### src/rtl/wrot_pkg.sv
// Package with the shared types and constants of the write range overlap tracker.
package wrot_pkg;

  localparam int OFFSET_W = 24;
  localparam int SIZE_W   = 25;
  localparam int COUNT_W  = 5;

  localparam logic [SIZE_W-1:0] LEN_MAX = {SIZE_W{1'b1}};

  typedef struct packed {
    logic [OFFSET_W-1:0] write_offset;
    logic [SIZE_W-1:0]   write_size;
  } in_word_t;

  typedef struct packed {
    logic               dirtied;
    logic               merged;
    logic [COUNT_W-1:0] range_count;
  } out_word_t;

  typedef enum logic [1:0] {
    ST_IDLE,
    ST_SCAN,
    ST_UPDATE
  } state_t;

endpackage

### src/rtl/write_range_overlap_tracker_core.sv
// Top level of the write range overlap tracker: range table, scan sequencer and result register.
//
// Each input word is one buffer write (offset, size). The block keeps a table of the byte ranges
// written since the last discard and answers every write with one result word. A write that
// overlaps any stored range clears the table, becomes its only entry and reports dirtied. A write
// that overlaps nothing extends the highest-indexed stored range that ends exactly at its offset
// (the length saturates at the largest 25-bit value) and reports merged; otherwise it is appended
// as a new entry. If an append is needed while the table already holds MAX_RANGES entries, the
// table restarts with the new range and the result reports dirtied. The range_count field carries
// the low five bits of the number of stored ranges after the write. Timing: the table lives in a
// single-port memory that is read one entry per cycle, and one shared overlap comparator checks
// each entry as its data comes back. in_stall stays high from the accept of a word through the scan
// and the update state, so the block takes no new word until it is through with the last one; the
// scan stops early at the first overlap. The update cycle waits while the previous result is still
// stalled on the output, but a finished result never blocks acceptance of the next write. The table
// needs no clearing after reset: only entries below the stored range count are ever read.
module write_range_overlap_tracker_core #(
  parameter int MAX_RANGES  = 16,
  parameter int OFFSET_BITS = 24
) (
  input  logic                  clk,
  input  logic                  rst_n,
  input  logic                  in_valid,
  output logic                  in_stall,
  input  wrot_pkg::in_word_t    in_data,
  output logic                  out_valid,
  input  logic                  out_stall,
  output wrot_pkg::out_word_t   out_data
);

  // Index into the table, count of stored ranges, and width of an end address formed without wrap.
  localparam int IDX_W   = (MAX_RANGES > 1) ? $clog2(MAX_RANGES) : 1;
  localparam int CNT_W   = $clog2(MAX_RANGES + 1);
  localparam int LEN_W   = wrot_pkg::SIZE_W;
  localparam int SUM_W   = ((OFFSET_BITS > LEN_W) ? OFFSET_BITS : LEN_W) + 1;
  localparam int ENTRY_W = OFFSET_BITS + LEN_W;

  wrot_pkg::state_t state_r, state_nxt;

  // Range table: start in the upper bits, length in the lower bits of each entry.
  logic [ENTRY_W-1:0] mem [MAX_RANGES];
  logic [ENTRY_W-1:0] rd_data_r;
  logic               rd_en;
  logic [IDX_W-1:0]   rd_addr;
  logic               wr_en;
  logic [IDX_W-1:0]   wr_addr;
  logic [ENTRY_W-1:0] wr_data;

  // Control state.
  logic [CNT_W-1:0]   used_r, used_nxt;
  logic               out_valid_r, out_valid_nxt;

  // Per-write working registers.
  logic [OFFSET_BITS-1:0] o_r, o_nxt;
  logic [LEN_W-1:0]       n_r, n_nxt;
  logic [SUM_W-1:0]       oe_r, oe_nxt;
  logic [CNT_W-1:0]       scan_idx_r, scan_idx_nxt;
  logic [IDX_W-1:0]       cmp_idx_r, cmp_idx_nxt;
  logic                   cmp_vld_r, cmp_vld_nxt;
  logic                   dirty_r, dirty_nxt;
  logic                   found_r, found_nxt;
  logic [IDX_W-1:0]       adj_idx_r, adj_idx_nxt;
  logic [OFFSET_BITS-1:0] adj_start_r, adj_start_nxt;
  logic [LEN_W-1:0]       adj_len_r, adj_len_nxt;
  wrot_pkg::out_word_t    out_data_r, out_data_nxt;

  // Shared comparator on the entry just read.
  logic [OFFSET_BITS-1:0] rd_start;
  logic [LEN_W-1:0]       rd_len;
  logic [SUM_W-1:0]       s_ext;
  logic [SUM_W-1:0]       o_ext;
  logic [SUM_W-1:0]       se;
  logic                   overlap;
  logic                   adjacent;
  logic                   hit;
  logic                   issue;
  logic                   full;
  logic                   out_free;
  logic [LEN_W:0]         merge_sum;
  logic [LEN_W-1:0]       merge_len;

  assign rd_start = rd_data_r[ENTRY_W-1 -: OFFSET_BITS];
  assign rd_len   = rd_data_r[LEN_W-1:0];
  assign s_ext    = SUM_W'(rd_start);
  assign o_ext    = SUM_W'(o_r);
  assign se       = s_ext + SUM_W'(rd_len);

  // Two ranges conflict if either one's start lies inside the other, or either one's end
  // falls inside the other (end compared inclusively, start exclusively).
  assign overlap = ((s_ext <= o_ext) && (o_ext < se)) ||
                   ((s_ext < oe_r) && (oe_r <= se)) ||
                   ((o_ext <= s_ext) && (s_ext < oe_r)) ||
                   ((o_ext < se) && (se <= oe_r));
  assign adjacent = (se == o_ext);

  assign hit      = cmp_vld_r && overlap;
  assign issue    = (scan_idx_r < used_r);
  assign full     = (used_r >= CNT_W'(MAX_RANGES));
  assign out_free = !out_valid_r || !out_stall;

  // Extending a range saturates its length rather than wrapping.
  assign merge_sum = {1'b0, adj_len_r} + {1'b0, n_r};
  assign merge_len = merge_sum[LEN_W] ? wrot_pkg::LEN_MAX : merge_sum[LEN_W-1:0];

  // Next state.
  always_comb begin
    state_nxt = state_r;
    case (state_r)
      wrot_pkg::ST_IDLE: begin
        if (in_valid) begin
          state_nxt = wrot_pkg::ST_SCAN;
        end
      end
      wrot_pkg::ST_SCAN: begin
        if (hit || !issue) begin
          state_nxt = wrot_pkg::ST_UPDATE;
        end
      end
      wrot_pkg::ST_UPDATE: begin
        if (out_free) begin
          state_nxt = wrot_pkg::ST_IDLE;
        end
      end
      default: begin
        state_nxt = wrot_pkg::ST_IDLE;
      end
    endcase
  end

  // Datapath and table access for each state.
  always_comb begin
    rd_en         = 1'b0;
    rd_addr       = scan_idx_r[IDX_W-1:0];
    wr_en         = 1'b0;
    wr_addr       = '0;
    wr_data       = {o_r, n_r};
    used_nxt      = used_r;
    o_nxt         = o_r;
    n_nxt         = n_r;
    oe_nxt        = oe_r;
    scan_idx_nxt  = scan_idx_r;
    cmp_idx_nxt   = cmp_idx_r;
    cmp_vld_nxt   = cmp_vld_r;
    dirty_nxt     = dirty_r;
    found_nxt     = found_r;
    adj_idx_nxt   = adj_idx_r;
    adj_start_nxt = adj_start_r;
    adj_len_nxt   = adj_len_r;
    out_data_nxt  = out_data_r;
    out_valid_nxt = out_valid_r && out_stall;
    case (state_r)
      wrot_pkg::ST_IDLE: begin
        if (in_valid) begin
          o_nxt        = OFFSET_BITS'(in_data.write_offset);
          n_nxt        = in_data.write_size;
          oe_nxt       = SUM_W'(OFFSET_BITS'(in_data.write_offset)) +
                         SUM_W'(in_data.write_size);
          scan_idx_nxt = '0;
          cmp_vld_nxt  = 1'b0;
          dirty_nxt    = 1'b0;
          found_nxt    = 1'b0;
        end
      end
      wrot_pkg::ST_SCAN: begin
        if (hit) begin
          dirty_nxt   = 1'b1;
          cmp_vld_nxt = 1'b0;
        end else begin
          if (cmp_vld_r && adjacent) begin
            found_nxt     = 1'b1;
            adj_idx_nxt   = cmp_idx_r;
            adj_start_nxt = rd_start;
            adj_len_nxt   = rd_len;
          end
          if (issue) begin
            rd_en        = 1'b1;
            cmp_idx_nxt  = scan_idx_r[IDX_W-1:0];
            scan_idx_nxt = scan_idx_r + CNT_W'(1);
            cmp_vld_nxt  = 1'b1;
          end else begin
            cmp_vld_nxt  = 1'b0;
          end
        end
      end
      wrot_pkg::ST_UPDATE: begin
        if (out_free) begin
          wr_en         = 1'b1;
          out_valid_nxt = 1'b1;
          out_data_nxt.merged  = 1'b0;
          out_data_nxt.dirtied = 1'b0;
          if (dirty_r || (!found_r && full)) begin
            // Restart the table with this write as its only range.
            wr_addr              = '0;
            wr_data              = {o_r, n_r};
            used_nxt             = CNT_W'(1);
            out_data_nxt.dirtied = 1'b1;
          end else if (found_r) begin
            wr_addr             = adj_idx_r;
            wr_data             = {adj_start_r, merge_len};
            out_data_nxt.merged = 1'b1;
          end else begin
            wr_addr  = used_r[IDX_W-1:0];
            wr_data  = {o_r, n_r};
            used_nxt = used_r + CNT_W'(1);
          end
          out_data_nxt.range_count = wrot_pkg::COUNT_W'(used_nxt);
        end
      end
      default: begin
      end
    endcase
  end

  always_ff @(posedge clk) begin
    if (!rst_n) begin
      state_r     <= wrot_pkg::ST_IDLE;
      used_r      <= '0;
      out_valid_r <= 1'b0;
    end else begin
      state_r     <= state_nxt;
      used_r      <= used_nxt;
      out_valid_r <= out_valid_nxt;
    end
  end

  always_ff @(posedge clk) begin
    o_r         <= o_nxt;
    n_r         <= n_nxt;
    oe_r        <= oe_nxt;
    scan_idx_r  <= scan_idx_nxt;
    cmp_idx_r   <= cmp_idx_nxt;
    cmp_vld_r   <= cmp_vld_nxt;
    dirty_r     <= dirty_nxt;
    found_r     <= found_nxt;
    adj_idx_r   <= adj_idx_nxt;
    adj_start_r <= adj_start_nxt;
    adj_len_r   <= adj_len_nxt;
    out_data_r  <= out_data_nxt;
  end

  // Single-port range table with registered read data.
  always_ff @(posedge clk) begin
    if (wr_en) begin
      mem[wr_addr] <= wr_data;
    end
    if (rd_en) begin
      rd_data_r <= mem[rd_addr];
    end
  end

  assign in_stall  = (state_r != wrot_pkg::ST_IDLE);
  assign out_valid = out_valid_r;
  assign out_data  = out_data_r;

endmodule

### config.mk
export PLATFORM = sky130hd
export DESIGN_NAME = write_range_overlap_tracker_core
export DESIGN_NICKNAME = d
export VERILOG_FILES = /design/src/rtl/wrot_pkg.sv /design/src/rtl/write_range_overlap_tracker_core.sv
export SDC_FILE = /design/constraint.sdc
export NUM_CORES = 1
export LEC_CHECK = 0
export BUFFER_PORTS_ARGS = -buffer_cell sky130_fd_sc_hd__buf_2
export CAP_MARGIN = 15
export CORE_MARGIN = 2
export CORE_UTILIZATION = 50
export DETAILED_ROUTE_END_ITERATION = 10
export GPL_TIMING_DRIVEN = 0
export PLACE_DENSITY = 0.68
export SYNTH_ARGS = -nofsm -noshare
export SYNTH_HDL_FRONTEND = slang
export SYNTH_SLANG_ARGS = --single-unit
### constraint.sdc
create_clock -name clk -period 6 [get_ports clk]
set_input_delay 0.3 -clock clk [delete_from_list [all_inputs] [get_ports clk]]
set_output_delay 0.3 -clock clk [all_outputs]
set_load 0.05 [all_outputs]
==> results.toml <==
[run_status]
run_status = "completed"

[yosys]
synth_edf_count = 980
synth_area_um2 = 42400
synth-async-reset-ratio_pct = 0
synth_top_flop_cell = "edfxtp_1"
synth_fp_nets = 2564
yosysTopAreaCell = "edfxtp_1"
yosysSeqAreaShare_pct = 69.7
avgSynthCellArea_um2 = 18.2
synth_most_common_cell = "edfxtp_1"
synth_top_area_share_pct = 69.3
syn_inst = 2332
ys_top_cells_by_count = "edfxtp_1, mux4_2, ha_1, nand2_1, inv_1"
synthTopCellsByArea = "edfxtp_1, mux4_2, ha_1, a21oi_1, nand2_1"
ys_seq_elements = 988
synth_cell_types = 78
ys_warn_count = 0

[worst_setup_path]
startpoint = "rd_data_r[38]$_DFFE_PP_"
cp.arrival_ns = 6.17
endpoint_kind = "register"
rr_startpoint = "rd_data_r[38]$_DFFE_PP_"
r2r_setup_slack_ns = 0.20
crit_fanout = 9
cp_data_required_time_ns = 6.37
worstSetupStartpointType = "register"
crit_type = "reg2reg"

[cts]
clockBufferDepth = 3
htree_levels = 3
clkLatencyLatePin_ns = 0.68
clk_pin_slew_worst_paths_ns = 0.06
cts_made_buffers = 101
clockRootBuffer = "clkbuf_16"
cts_sinks = 988
cts_tree = "yes"

[timing]
finalHoldViolations = 0
period_share_pct = 96.7
setup_violations = 0
max_slew_margin_pct = 19.6
period_needed_ns = 5.80
worst_pin_slew_ns = 1.21
clock_skew_ns = 0.0369
slew_viol_final = 0
whs_ns = 0.144
max_freq_ghz = 0.172

[floorplan]
die_h_um = 295
die_w_um = 295
rows = 106
die-area_um2 = 87200
core_um2 = 83800
pin_count = 62
initial_core_util_pct = 50.6

[grt]
track_usage_pct = 26.1
grt_pass1_wl_um = 161000
grt_pass1_vias = 23600
overflow = 0
antenna_found_initial = 0
grt_max_degree = 49

[layout]
multi_input_area_um2 = 12400
design_area_um2 = 49500
final_layout_size_suffix_gt1_share_pct = 22.3
nNetsFinal = 2859
register_area_um2 = 29600
area_growth_pct = 16.7
n_fill_cell = 6233
diodes = 0

[detailed_routing]
dr.first_iter.drc_count = 3073
ant_nets = 0
drc = 0
avgRoutedWirePerCell_um = 29.1
drt_wl_total_um = 112000
via_count = 23700
drtPass1Iterations = 5
via_per_inst = 6.14

[pwr]
switching_share_pct = 24.9
power_leakage_nw = 17.0
pwr-share-comb_pct = 14.7
clkPwrFrac_pct = 37.8
p_sw_w = 0.00419
ir_worst_vdd_mv = 0.240
power_frac_seq_pct = 47.4
p_int_w = 0.0127
cellPowerDensity_nw_per_um2 = 340

[flow_run]
maxCapViolations = 0

[placement]
dpl_cell_area_um2 = 45200
port_buffers = 61
dp_hpwl_um = 76100
place_congestion = 0.920

[hold_path]
hp-start = "in_valid"
hp-class = "in2reg"
[logic make-up after synthesis]
logic type      count (synthesis)  synth area share [%]
flops                         988                  69.7
simple gates                  353                  3.81
compound gates                316                  4.99
mux                           249                  13.1
fa+ha+maj                     179                  5.33
buf+inv                       176                  1.57
xor+xnor                       71                  1.47
[worst max-delay path: stages (launching register included)]
cell and delay, ns:
edfxtp_1 0.55, ha_1 0.47, and4_1 0.28, nand3_1 0.13
a211oi_1 0.26, a211o_1 0.27, nand3_1 0.11, nand2_1 0.16
nand3_1 0.09, and2_1 0.19, xnor2_2 0.22, inv_1 0.07
ha_1 0.32, nand4_1 0.20, or4_1 0.58, nor3_1 0.30
a221oi_1 0.18, or4b_4 0.64, nand2_8 0.15, buf_4 0.16
buf_12 0.15
[cell type report]
| cell class | count | area share (%) |
|---|---|---|
| buffer | 70 | 0.543 |
| clock buffer | 114 | 5.29 |
| clock inverter | 77 | 1.50 |
| inverter | 106 | 0.808 |
| multi-input combinational | 1168 | 25.1 |
| sequential | 988 | 59.7 |
| tap | 1134 | 2.86 |
| timing repair buffer | 192 | 4.21 |
[path summary, 6_finish.rpt]
path,endpoint,depth (start not counted)
max,rd_data_r[6]$_DFFE_PP_,20
min,state_r[0]$_SDFFE_PN0P_,3
max reg2reg,rd_data_r[6]$_DFFE_PP_,20
min reg2reg,adj_idx_r[1]$_DFFE_PP_,0
[metrics by stage]
step / setup TNS (ns) / power, W / utilization [%] / worst slack [ns] / std cells
floorplan: 0 / 0.00968 / - / 0.189 / 2332
global placement: -1461.26 / 0.0104 / 52.7 / -4.26 / 3527
detailed placement: -123.78 / 0.0105 / 53.9 / -1.40 / 3578
CTS: 0 / 0.0168 / 58.7 / 0.0192 / 3826
global route: -0.0927 / 0.0174 / 59.1 / -0.0130 / 3849
finish: 0 / 0.0168 / 59.1 / 0.198 / 3849
[routing by layer]
layer	global-route usage, %	up-vias	part of all wire (%)
li1	-	10000	-
met1	38.3	12300	41
met2	41.0	1162	47
met3	4.05	182	8.7
met4	7.03	0	2.7
met5	0	-	0
[cells in the final DEF, fill, tap and decap left out, types with 15 or more instances in the layout]
cell and n:
edfxtp_1 980, mux4_2 245, ha_1 175, nand2_1 132
clkbuf_16 105, inv_1 103, a21oi_1 99, nor2_1 74
buf_2 64, clkbuf_1 59, a21o_1 51, dlygate4sd3_1 51
o21ai_0 44, xnor2_1 41, buf_12 32, nand3_1 31
xor2_1 28, clkinv_2 27, clkinv_1 24, nand4_1 23
buf_1 19, buf_8 18, nand2b_1 16, nor3_1 15
nor2_4 15
[power groups by stage]
stage | combinational [W] | sequential, W | clock (W)
after floorplan | 0.00160 | 0.00809 | 0
after global placement | 0.00222 | 0.00815 | 0
after detailed placement | 0.00235 | 0.00813 | 0
after CTS | 0.00241 | 0.00799 | 0.00643
after global routing | 0.00269 | 0.00799 | 0.00671
final | 0.00248 | 0.00799 | 0.00637
[repair_timing]
item                                   4_1_cts  5_1_grt
pin swaps                                    3        3
resized for setup                            6       11
cloned                                       0        2
endpoints found under the hold margin       52        0
hold buffers                                51        0
setup endpoints to repair                  116      114
setup buffers                                6        7
[state kept, by name (all words and copies together), names as in the netlist, 5 cells and up]
register / count
used_r: 5
n_r: 25
oe_r: 26
scan_idx_r: 5
rd_data_r: 49
out_data: 7
o_r: 24
adj_start_r: 24
adj_len_r: 25
mem: 784
Note: power is estimated with default switching activity, not from simulation.
